[src/hdl/assert_macros.svh]
// ----------------------------------------------------------------------------
// Assertion macros shared by the Hill cipher block encrypt unit.
// ----------------------------------------------------------------------------
`ifndef ASSERT_MACROS_SVH
`define ASSERT_MACROS_SVH

// Concurrent assertion, sampled on the rising clock edge and switched off
// while the active-low reset is held.
`define HCB_ASSERT(lbl, clk, rstn, prop, msg) \
  lbl: assert property (@(posedge clk) disable iff (!rstn) prop) else $error(msg);

// Concurrent assertion that is checked on every rising edge, reset included.
`define HCB_ASSERT_ALWAYS(lbl, clk, prop, msg) \
  lbl: assert property (@(posedge clk) prop) else $error(msg);

`endif

[src/hdl/hcb_pkg.sv]
`timescale 1ns / 1ps
// ----------------------------------------------------------------------------
// hcb_pkg
// Types and constants shared by the Hill cipher block encrypt unit.
// ----------------------------------------------------------------------------
package hcb_pkg;

  // Field widths
  localparam int LETTER_W    = 5;
  localparam int KEY_W       = 5;
  localparam int SIZE_W      = 4;
  localparam int TDATA_W     = 8;

  // Key layout: 64 entries of five bits, row stride of eight entries
  localparam int KEY_STRIDE  = 8;
  localparam int KEY_ENTRIES = 64;
  localparam int KEY_BITS    = KEY_ENTRIES * KEY_W;
  localparam int KEY_ROW_W   = KEY_STRIDE * KEY_W;

  // Configuration port
  localparam int CFG_DATA_W  = 60;
  localparam int KEY_PACKS   = 5;
  localparam int KEY_PACK5_W = 20;
  localparam int CFG_IDX_W   = 3;
  localparam logic [SIZE_W-1:0] BLOCK_SIZE_RESET = 4'd2;

  // Alphabet and padding
  localparam int ALPHABET    = 26;
  localparam logic [LETTER_W-1:0] PAD_LETTER = 5'd23;

  // Reciprocal of the alphabet size, scaled by two to the sixteen and rounded
  // down, so the estimated quotient is at most one below the true quotient.
  localparam int RECIP       = 2520;
  localparam int RECIP_W     = 12;
  localparam int RECIP_SHIFT = 16;

  // Register indexes
  typedef enum logic [CFG_IDX_W-1:0] {
    REG_BLOCK_SIZE = 3'd0,
    REG_KEY_PACK_0 = 3'd1,
    REG_KEY_PACK_1 = 3'd2,
    REG_KEY_PACK_2 = 3'd3,
    REG_KEY_PACK_3 = 3'd4,
    REG_KEY_PACK_4 = 3'd5,
    REG_KEY_PACK_5 = 3'd6
  } hcb_cfg_reg_t;

  // Block header that travels with a collected block
  typedef struct packed {
    logic [SIZE_W-1:0] size;
    logic              msg_end;
  } hcb_blk_hdr_t;

  localparam int HDR_W = SIZE_W + 1;

  // One cipher letter with its markers
  typedef struct packed {
    logic [LETTER_W-1:0] code;
    logic                block_last;
    logic                message_last;
  } hcb_res_t;

endpackage

[src/hdl/hcb_queue.sv]
`timescale 1ns / 1ps
// ----------------------------------------------------------------------------
// hcb_queue
// Short first-in first-out queue of collected blocks between the front and
// the back of the encryptor.
// ----------------------------------------------------------------------------
module hcb_queue #(
  parameter int DATA_W = 45,
  parameter int DEPTH  = 2
) (
  input  logic              clk,
  input  logic              rst_n,
  input  logic              push,
  input  logic [DATA_W-1:0] push_data,
  output logic              full,
  input  logic              pop,
  output logic              pop_valid,
  output logic [DATA_W-1:0] pop_data
);

  localparam int PTR_W = (DEPTH > 1) ? $clog2(DEPTH) : 1;
  localparam int CNT_W = $clog2(DEPTH + 1);

  logic [DATA_W-1:0] mem_r [DEPTH];
  logic [PTR_W-1:0]  wptr_r, wptr_nxt;
  logic [PTR_W-1:0]  rptr_r, rptr_nxt;
  logic [CNT_W-1:0]  count_r, count_nxt;

  assign full      = (count_r == CNT_W'(DEPTH));
  assign pop_valid = (count_r != '0);
  assign pop_data  = mem_r[rptr_r];

  // Pointer and fill level update
  always_comb begin
    wptr_nxt  = wptr_r;
    rptr_nxt  = rptr_r;
    count_nxt = count_r;
    if (push) begin
      wptr_nxt = (wptr_r == PTR_W'(DEPTH - 1)) ? '0 : wptr_r + PTR_W'(1);
    end
    if (pop) begin
      rptr_nxt = (rptr_r == PTR_W'(DEPTH - 1)) ? '0 : rptr_r + PTR_W'(1);
    end
    if (push && !pop) begin
      count_nxt = count_r + CNT_W'(1);
    end else if (pop && !push) begin
      count_nxt = count_r - CNT_W'(1);
    end
  end

  always_ff @(posedge clk) begin
    if (!rst_n) begin
      wptr_r  <= '0;
      rptr_r  <= '0;
      count_r <= '0;
    end else begin
      wptr_r  <= wptr_nxt;
      rptr_r  <= rptr_nxt;
      count_r <= count_nxt;
    end
  end

  // Storage
  always_ff @(posedge clk) begin
    if (push) begin
      mem_r[wptr_r] <= push_data;
    end
  end

endmodule

[src/hdl/hcb_front.sv]
`timescale 1ns / 1ps
`include "assert_macros.svh"
// ----------------------------------------------------------------------------
// hcb_front
// Collects plaintext letters into a block, pads it with X when it closes and
// hands the finished block to the queue.
// ----------------------------------------------------------------------------
module hcb_front
  import hcb_pkg::*;
#(
  parameter int MAX_BLOCK = 8
) (
  input  logic                                clk,
  input  logic                                rst_n,
  input  logic                                in_valid,
  output logic                                in_ready,
  input  logic [LETTER_W-1:0]                 in_letter,
  input  logic                                in_end,
  input  logic [SIZE_W-1:0]                   size_act,
  input  logic                                q_ready,
  output logic                                q_push,
  output logic [HDR_W+MAX_BLOCK*LETTER_W-1:0] q_data
);

  logic [LETTER_W-1:0]                   buf_r [MAX_BLOCK];
  logic [SIZE_W-1:0]                     fill_count_r, fill_count_nxt;
  logic [SIZE_W-1:0]                     fill_inc;
  logic                                  accept;
  logic                                  blk_done;
  logic [MAX_BLOCK-1:0][LETTER_W-1:0]    vec;
  hcb_blk_hdr_t                          hdr;

  // Every transfer either fills a slot or closes a block, so the front only
  // waits for room in the queue.
  assign in_ready = q_ready;
  assign accept   = in_valid && in_ready;
  assign fill_inc = fill_count_r + SIZE_W'(1);
  assign blk_done = (fill_inc >= size_act) || in_end;
  assign q_push   = accept && blk_done;

  // Padded block: held letters, then the arriving letter, then X up to the
  // block size, and zero beyond it.
  always_comb begin
    for (int j = 0; j < MAX_BLOCK; j++) begin
      if (SIZE_W'(j) >= size_act) begin
        vec[j] = '0;
      end else if (SIZE_W'(j) == fill_count_r) begin
        vec[j] = in_letter;
      end else if (SIZE_W'(j) < fill_inc) begin
        vec[j] = buf_r[j];
      end else begin
        vec[j] = PAD_LETTER;
      end
    end
  end

  assign hdr.size    = size_act;
  assign hdr.msg_end = in_end;
  assign q_data      = {hdr, vec};

  // Fill level
  always_comb begin
    fill_count_nxt = fill_count_r;
    if (accept) begin
      fill_count_nxt = blk_done ? '0 : fill_inc;
    end
  end

  always_ff @(posedge clk) begin
    if (!rst_n) begin
      fill_count_r <= '0;
    end else begin
      fill_count_r <= fill_count_nxt;
    end
  end

  // Letter buffer, written at the current fill position
  always_ff @(posedge clk) begin
    for (int j = 0; j < MAX_BLOCK; j++) begin
      if (accept && (SIZE_W'(j) == fill_count_r)) begin
        buf_r[j] <= in_letter;
      end
    end
  end

  `HCB_ASSERT(a_fill_in_range, clk, rst_n, fill_count_r < SIZE_W'(MAX_BLOCK), "fill level out of range")
  `HCB_ASSERT(a_push_clears_fill, clk, rst_n, q_push |=> (fill_count_r == '0), "fill not cleared after block")
  `HCB_ASSERT(a_fill_steps, clk, rst_n, (accept && !q_push) |=> (fill_count_r == $past(fill_count_r) + SIZE_W'(1)), "fill did not advance by one")

endmodule

[src/hdl/hcb_back.sv]
`timescale 1ns / 1ps
`include "assert_macros.svh"
// ----------------------------------------------------------------------------
// hcb_back
// Enciphers queued blocks one row per cycle when not stalled: dot product of
// a key row with the block, reduction mod 26, output register to the receiver.
// ----------------------------------------------------------------------------
module hcb_back
  import hcb_pkg::*;
#(
  parameter int MAX_BLOCK = 8
) (
  input  logic                                clk,
  input  logic                                rst_n,
  input  logic                                q_valid,
  input  logic [HDR_W+MAX_BLOCK*LETTER_W-1:0] q_data,
  output logic                                q_ready,
  input  logic [KEY_BITS-1:0]                 key_flat,
  output logic                                out_valid,
  input  logic                                out_ready,
  output hcb_res_t                            out_res
);

  localparam int VEC_W   = MAX_BLOCK * LETTER_W;
  localparam int IDX_W   = (MAX_BLOCK > 1) ? $clog2(MAX_BLOCK) : 1;
  localparam int ACC_MAX = MAX_BLOCK * ((1 << KEY_W) - 1) * ((1 << LETTER_W) - 1);
  localparam int ACC_W   = $clog2(ACC_MAX + 1);
  localparam int Q_W     = ACC_W - 4;
  localparam int QP_W    = ACC_W + RECIP_W;
  localparam int PROD_W  = KEY_W + LETTER_W;

  // Block being enciphered
  logic                               busy_r, busy_nxt;
  logic [IDX_W-1:0]                   row_r, row_nxt;
  logic [MAX_BLOCK-1:0][LETTER_W-1:0] blk_r;
  hcb_blk_hdr_t                       hdr_r;
  hcb_blk_hdr_t                       q_hdr;

  // Pipeline registers
  logic              s1_valid_r, s2_valid_r, out_valid_r;
  logic [ACC_W-1:0]  s1_acc_r, s2_acc_r;
  logic [Q_W-1:0]    s2_q_r;
  logic              s1_blast_r, s1_mlast_r, s2_blast_r, s2_mlast_r;
  hcb_res_t          out_res_r;

  logic              adv;
  logic              last_row;
  logic              load;
  logic [KEY_ROW_W-1:0] key_row;
  logic [PROD_W-1:0] prod [MAX_BLOCK];
  logic [ACC_W-1:0]  acc_c;
  logic [QP_W-1:0]   qp_c;
  logic [ACC_W-1:0]  q_ext;
  logic [ACC_W-1:0]  rem_c;
  logic [LETTER_W-1:0] code_c;

  assign q_hdr = hcb_blk_hdr_t'(q_data[HDR_W+VEC_W-1 -: HDR_W]);

  // The whole pipeline moves when the output register is free or taken.
  assign adv      = !out_valid_r || out_ready;
  assign last_row = ((SIZE_W'(row_r) + SIZE_W'(1)) == hdr_r.size);
  assign load     = q_valid && (!busy_r || (adv && last_row));
  assign q_ready  = load;

  // Row sequencer
  always_comb begin
    busy_nxt = busy_r;
    row_nxt  = row_r;
    if (load) begin
      busy_nxt = 1'b1;
      row_nxt  = '0;
    end else if (adv && busy_r) begin
      busy_nxt = !last_row;
      row_nxt  = row_r + IDX_W'(1);
    end
  end

  // Dot product of the current key row with the block
  assign key_row = key_flat[row_r*KEY_ROW_W +: KEY_ROW_W];

  always_comb begin
    acc_c = '0;
    for (int j = 0; j < MAX_BLOCK; j++) begin
      prod[j] = PROD_W'(key_row[j*KEY_W +: KEY_W]) * PROD_W'(blk_r[j]);
      acc_c   = acc_c + ACC_W'(prod[j]);
    end
  end

  // Quotient estimate by the scaled reciprocal
  assign qp_c = QP_W'(s1_acc_r) * QP_W'(RECIP);

  // Remainder: subtract 26 times the estimate, then correct once.
  assign q_ext  = ACC_W'(s2_q_r);
  assign rem_c  = s2_acc_r - ((q_ext << 4) + (q_ext << 3) + (q_ext << 1));
  assign code_c = (rem_c >= ACC_W'(ALPHABET)) ? LETTER_W'(rem_c - ACC_W'(ALPHABET))
                                             : LETTER_W'(rem_c);

  // Control state
  always_ff @(posedge clk) begin
    if (!rst_n) begin
      busy_r      <= 1'b0;
      row_r       <= '0;
      s1_valid_r  <= 1'b0;
      s2_valid_r  <= 1'b0;
      out_valid_r <= 1'b0;
    end else begin
      busy_r <= busy_nxt;
      row_r  <= row_nxt;
      if (adv) begin
        s1_valid_r  <= busy_r;
        s2_valid_r  <= s1_valid_r;
        out_valid_r <= s2_valid_r;
      end
    end
  end

  // Payload registers
  always_ff @(posedge clk) begin
    if (load) begin
      blk_r <= q_data[VEC_W-1:0];
      hdr_r <= q_hdr;
    end
    if (adv) begin
      s1_acc_r   <= acc_c;
      s1_blast_r <= last_row;
      s1_mlast_r <= last_row && hdr_r.msg_end;
      s2_acc_r   <= s1_acc_r;
      s2_q_r     <= qp_c[RECIP_SHIFT +: Q_W];
      s2_blast_r <= s1_blast_r;
      s2_mlast_r <= s1_mlast_r;
      out_res_r.code         <= code_c;
      out_res_r.block_last   <= s2_blast_r;
      out_res_r.message_last <= s2_mlast_r;
    end
  end

  assign out_valid = out_valid_r;
  assign out_res   = out_res_r;

  `HCB_ASSERT(a_row_in_block, clk, rst_n, busy_r |-> (SIZE_W'(row_r) < hdr_r.size), "row beyond block size")
  `HCB_ASSERT(a_pop_needs_block, clk, rst_n, q_ready |-> q_valid, "queue popped while empty")
  `HCB_ASSERT(a_msg_on_block_end, clk, rst_n, (out_valid_r && out_res_r.message_last) |-> out_res_r.block_last, "message end off block end")

endmodule

[src/hdl/hill_cipher_block_encrypt_unit.sv]
`timescale 1ns / 1ps
// ----------------------------------------------------------------------------
// hill_cipher_block_encrypt_unit
// Hill cipher encryptor: collects letters into blocks and emits cipher rows.
// ----------------------------------------------------------------------------
// Plaintext letters (0..25) arrive on the in_ stream, one per transfer; tlast
// marks the final letter of a message. A block closes when block_size letters
// are held or on tlast; it is padded with X and moved to a two-block queue.
// The back end then emits block_size cipher letters on the out_ stream, one
// row per cycle; out_tlast marks the last letter of each block and out_tuser
// the last letter of a message.
// Throughput: one letter per cycle on the input as long as the queue has
// room; one cipher letter per cycle on the output, with no gap between
// blocks while the next is queued. The row engine sets the pace: one
// key-row dot product per cycle. A closed block reaches the output through
// the queue, row issue, sum, quotient estimate and reduction output registers.
// When the receiver holds out_tready low the whole back end waits; the front
// keeps taking letters until the queue holds two closed blocks.
// Reset clears the fill level, the queue and the pipeline, sets block_size to
// two and the key to zero. Configuration writes are taken on any cycle with
// cfg_we high and must only be made while the unit is idle.
// ----------------------------------------------------------------------------
module hill_cipher_block_encrypt_unit
  import hcb_pkg::*;
#(
  parameter int MAX_BLOCK = 8
) (
  input  logic                  clk,
  input  logic                  rst_n,
  // Plaintext stream
  input  logic                  in_tvalid,
  output logic                  in_tready,
  input  logic [TDATA_W-1:0]    in_tdata,   // [4:0] letter_code, [7:5] zero
  input  logic                  in_tlast,   // message_end
  // Cipher stream
  output logic                  out_tvalid,
  input  logic                  out_tready,
  output logic [TDATA_W-1:0]    out_tdata,  // [4:0] cipher_code, [7:5] zero
  output logic                  out_tlast,  // block_last
  output logic                  out_tuser,  // message_last
  // Configuration writes
  input  logic                  cfg_we,
  input  logic [CFG_IDX_W-1:0]  cfg_index,
  input  logic [CFG_DATA_W-1:0] cfg_wdata
);

  localparam int Q_DATA_W = HDR_W + MAX_BLOCK * LETTER_W;

  logic [SIZE_W-1:0]      block_size_r;
  logic [CFG_DATA_W-1:0]  key_pack_r [KEY_PACKS];
  logic [KEY_PACK5_W-1:0] key_pack5_r;
  logic [SIZE_W-1:0]      size_act;
  logic [KEY_BITS-1:0]    key_flat;

  logic                   q_push;
  logic                   q_full;
  logic [Q_DATA_W-1:0]    q_push_data;
  logic                   q_pop;
  logic                   q_valid;
  logic [Q_DATA_W-1:0]    q_pop_data;
  hcb_res_t               res;

  // Configuration registers; an index beyond the list is ignored.
  always_ff @(posedge clk) begin
    if (!rst_n) begin
      block_size_r <= BLOCK_SIZE_RESET;
      for (int k = 0; k < KEY_PACKS; k++) begin
        key_pack_r[k] <= '0;
      end
      key_pack5_r <= '0;
    end else if (cfg_we) begin
      case (cfg_index)
        REG_BLOCK_SIZE: block_size_r  <= cfg_wdata[SIZE_W-1:0];
        REG_KEY_PACK_0: key_pack_r[0] <= cfg_wdata;
        REG_KEY_PACK_1: key_pack_r[1] <= cfg_wdata;
        REG_KEY_PACK_2: key_pack_r[2] <= cfg_wdata;
        REG_KEY_PACK_3: key_pack_r[3] <= cfg_wdata;
        REG_KEY_PACK_4: key_pack_r[4] <= cfg_wdata;
        REG_KEY_PACK_5: key_pack5_r   <= cfg_wdata[KEY_PACK5_W-1:0];
        default: ;
      endcase
    end
  end

  // Block size in use: zero counts as one, and it is capped at the maximum.
  always_comb begin
    if (block_size_r == '0) begin
      size_act = SIZE_W'(1);
    end else if (block_size_r > SIZE_W'(MAX_BLOCK)) begin
      size_act = SIZE_W'(MAX_BLOCK);
    end else begin
      size_act = block_size_r;
    end
  end

  // All 64 key entries, entry e at bit 5*e
  assign key_flat = {key_pack5_r, key_pack_r[4], key_pack_r[3], key_pack_r[2],
                     key_pack_r[1], key_pack_r[0]};

  hcb_front #(
    .MAX_BLOCK (MAX_BLOCK)
  ) u_front (
    .clk       (clk),
    .rst_n     (rst_n),
    .in_valid  (in_tvalid),
    .in_ready  (in_tready),
    .in_letter (in_tdata[LETTER_W-1:0]),
    .in_end    (in_tlast),
    .size_act  (size_act),
    .q_ready   (!q_full),
    .q_push    (q_push),
    .q_data    (q_push_data)
  );

  hcb_queue #(
    .DATA_W (Q_DATA_W),
    .DEPTH  (2)
  ) u_queue (
    .clk       (clk),
    .rst_n     (rst_n),
    .push      (q_push),
    .push_data (q_push_data),
    .full      (q_full),
    .pop       (q_pop),
    .pop_valid (q_valid),
    .pop_data  (q_pop_data)
  );

  hcb_back #(
    .MAX_BLOCK (MAX_BLOCK)
  ) u_back (
    .clk       (clk),
    .rst_n     (rst_n),
    .q_valid   (q_valid),
    .q_data    (q_pop_data),
    .q_ready   (q_pop),
    .key_flat  (key_flat),
    .out_valid (out_tvalid),
    .out_ready (out_tready),
    .out_res   (res)
  );

  assign out_tdata = {(TDATA_W - LETTER_W)'(0), res.code};
  assign out_tlast = res.block_last;
  assign out_tuser = res.message_last;

endmodule

[config.mk]
export PLATFORM = sky130hd
export DESIGN_NAME = hill_cipher_block_encrypt_unit
export DESIGN_NICKNAME = d
export VERILOG_FILES = /design/src/hdl/hcb_pkg.sv /design/src/hdl/hcb_queue.sv /design/src/hdl/hcb_front.sv /design/src/hdl/hcb_back.sv /design/src/hdl/hill_cipher_block_encrypt_unit.sv
export VERILOG_INCLUDE_DIRS = /design/src /design/src/hdl
export SDC_FILE = /design/constraint.sdc
export NUM_CORES = 1
export LEC_CHECK = 0
export ABC_AREA = 1
export BUFFER_PORTS_ARGS = -buffer_cell sky130_fd_sc_hd__clkbuf_2
export CORE_ASPECT_RATIO = 0.75
export CORE_MARGIN = 2
export CORE_UTILIZATION = 45
export CTS_CLUSTER_SIZE = 14
export DETAILED_ROUTE_END_ITERATION = 8
export GPL_TIMING_DRIVEN = 0
export PLACE_DENSITY = 0.65
export SYNTH_ARGS = -nofsm -noshare
export SYNTH_HDL_FRONTEND = slang
export SYNTH_SLANG_ARGS = --single-unit
[constraint.sdc]
create_clock -name clk -period 19.15 [get_ports clk]
set_clock_uncertainty 0.05 [all_clocks]
set_input_delay 4.7875 -clock clk [delete_from_list [all_inputs] [get_ports clk]]
set_output_delay 4.7875 -clock clk [all_outputs]
set_load 0.05 [all_outputs]
==> results.json <==
{
  "outcome": "finished, final reports clean",
  "cp_max_fo": 10,
  "slew_violations": 0,
  "synth.most_common_cell": "edfxtp_1",
  "cpMaxStageDelayCell": "clkbuf_1",
  "gp_congestion": 0.929,
  "maxSlewHeadroom": 0.184,
  "io_buffers": 82,
  "grt_pass1_wl_mm": 132,
  "synthMuxAreaShare": 0.0156,
  "drive_above_1_share": 0.0990,
  "grt_overflow": 0,
  "grt_max_degree": 57,
  "fin_crit_sh": 0.566,
  "routed_wirelength_mm": 86.7,
  "yosysSeqAreaShare": 0.506,
  "die_area_um2": 74300,
  "initial_core_util": 0.454,
  "tightestPinTransition_ns": 1.22,
  "cts_htree_levels": 2,
  "critPathCaptureType": "register",
  "fmax_mhz": 92.3,
  "min_period_ns": 10.83,
  "clock-root-buffer": "clkbuf_16",
  "die_y_um": 237,
  "grtUsageTotal": 0.238,
  "cp-start-kind": "register",
  "crit_required_ns": 19.48,
  "cts.sinks": 560,
  "hpwl_mm": 64.6,
  "vias": 22182,
  "initialDrtViolationCount": 2778,
  "syn-cell-area_um2": 32500,
  "clkSlewWorstSetupHoldPaths_ns": 0.07,
  "drc": 0,
  "cts_hold_buf": 0,
  "cts_buffers": 54,
  "synth-compound-area-share": 0.0797,
  "cts_resized": 0,
  "postRouteAntennaNets": 0,
  "dieWidth_um": 314,
  "ys_warn_count": 0,
  "core_um2": 71600,
  "cpMostUsedCell": "fa_1",
  "yosys-top-cells-area": "edfxtp_1 48%, fa_1 14%, ha_1 7.4%",
  "synth-seq-cells": 560,
  "top_level_ports": 89,
  "syn_area_per_cell_um2": 10.9,
  "cts_buffer_depth": 3,
  "synth_common_cells": "521 x edfxtp_1, 506 x inv_1, 433 x nor2_1",
  "synth-xor-area-share": 0.00805,
  "syn_inst": 2991,
  "hp-class": "reg -> reg",
  "viasPerCell": 5.36,
  "area_growth_pct": 11.2,
  "clkLatencyLatePin_ns": 0.63,
  "synth_ff_type": "edfxtp_1",
  "rows": 85,
  "wl_per_cell_um": 20.9,
  "crit_arrival_ns": 11.16,
  "critical_path.max_stage_delay_ns": 0.72,
  "tritoncts": "yes",
  "hold_viol": 0,
  "cts_setup_buffers": 0,
  "setup-violations-final": 0,
  "grt_antenna_before_repair": 2,
  "rsz0062_at_grt": "no",
  "synth_simple_gate_area_share": 0.104,
  "synth_top_cell_area_share": 0.482,
  "synth-edff-count": 521,
  "setup_tns_ns": 0,
  "final_nets": 3632,
  "first_pass_iters": 5,
  "synthAdderAreaFrac": 0.212,
  "synth_cell_types": 47,
  "synth_top_area_cell": "edfxtp_1",
  "synth_top_family_by_area": "adder cells",
  "cap_violations": 0,
  "worstSetupPathType": "reg -> reg",
  "async_flop_share": 0,
  "first_global_vias": 21513
}
-- worst max-delay path: cells and delay by family, from the launching register on --
kind                     cells  cell delay (ns)
AND/OR/NAND/NOR              6             0.66
flip-flops                   1             0.37
XOR/XNOR                     2             0.30
AO/OA/AOI/OAI                6             1.54
buffers and inverters       10             1.50
adder cells (fa/ha/maj)     13             6.14
-- stage by stage --
stage	setup WS, ns	hold WS [ns]	instances	util	cell area (µm²)
4_1_cts	8.51	0.372	4140	0.504	36100
6_report	8.32	0.369	4141	0.504	36100
5_1_grt	7.76	0.378	4140	0.504	36100
3_3_place_gp	5.93	0.356	4032	0.476	34100
3_5_place_dp	8.55	0.356	4041	0.480	34300
2_1_floorplan	9.24	0.350	2993	-	32500
-- routing by layer --
metal	vias to the layer above	share of wire	GRT usage
li1	10177	-	-
met1	10797	0.47	0.376
met2	1087	0.39	0.318
met3	121	0.12	0.0666
met4	0	0.021	0.0565
met5	-	0	0
-- final timing paths --
kind	depth (start not counted)	slack (ns)	end	from
min reg2reg	0	0.37	u_back.s2_blast_r	u_back.s1_blast_r
max	37	8.32	u_back.s1_acc_r[10]	u_back.row_r[0]
min	0	0.37	u_back.s2_blast_r	u_back.s1_blast_r
max reg2reg	37	8.32	u_back.s1_acc_r[10]	u_back.row_r[0]
-- final cells by class --
type                       count  area, µm²
fill                        6297      35500
sequential                   560      16400
multi-input combinational   1807      13700
inverter                     534       2010
clock buffer                  74       1530
tap                          957       1200
timing repair buffer          91        621
buffer                        92        427
clock inverter                25        224
antenna                        1       2.50
-- placed cells by master (no fill, tap or decap), types with 27 or more instances in the layout --
cell / count
o21ai_0: 237
inv_2: 27
o22ai_1: 42
clkbuf_16: 56
ha_1: 191
nand2_1: 343
a21oi_1: 93
nand3_1: 49
nor2_1: 431
buf_2: 32
dfxtp_1: 39
o221ai_1: 42
clkbuf_1: 59
fa_1: 224
inv_1: 505
edfxtp_1: 521
clkbuf_2: 82
mux2_2: 45
-- flip-flops by register name, indices dropped and copies added, names as in the netlist, 2 cells and up --
signal and flops:
u_back.s1_acc_r 13, u_front.buf_r 40, block_size_r 4, u_back.row_r 3, u_queue.mem_r 90, key_pack5_r 20
u_back.s2_q_r 9, u_queue.count_r 2, u_front.fill_count_r 4, u_back.s2_acc_r 13, key_pack_r 300, u_back.hdr_r 5
u_back.out_res 7, u_back.blk_r 40
-- kinds of logic after synthesis --
group,count (synthesis)
AO/OA/AOI/OAI,456
XOR/XNOR,29
adder cells (fa/ha/maj),415
buffers and inverters,626
flip-flops,560
multiplexers,45
other,1
AND/OR/NAND/NOR,859
Power is not shown: default switching activity piles up to over one toggle a cycle in this logic, so the estimate is an artifact.
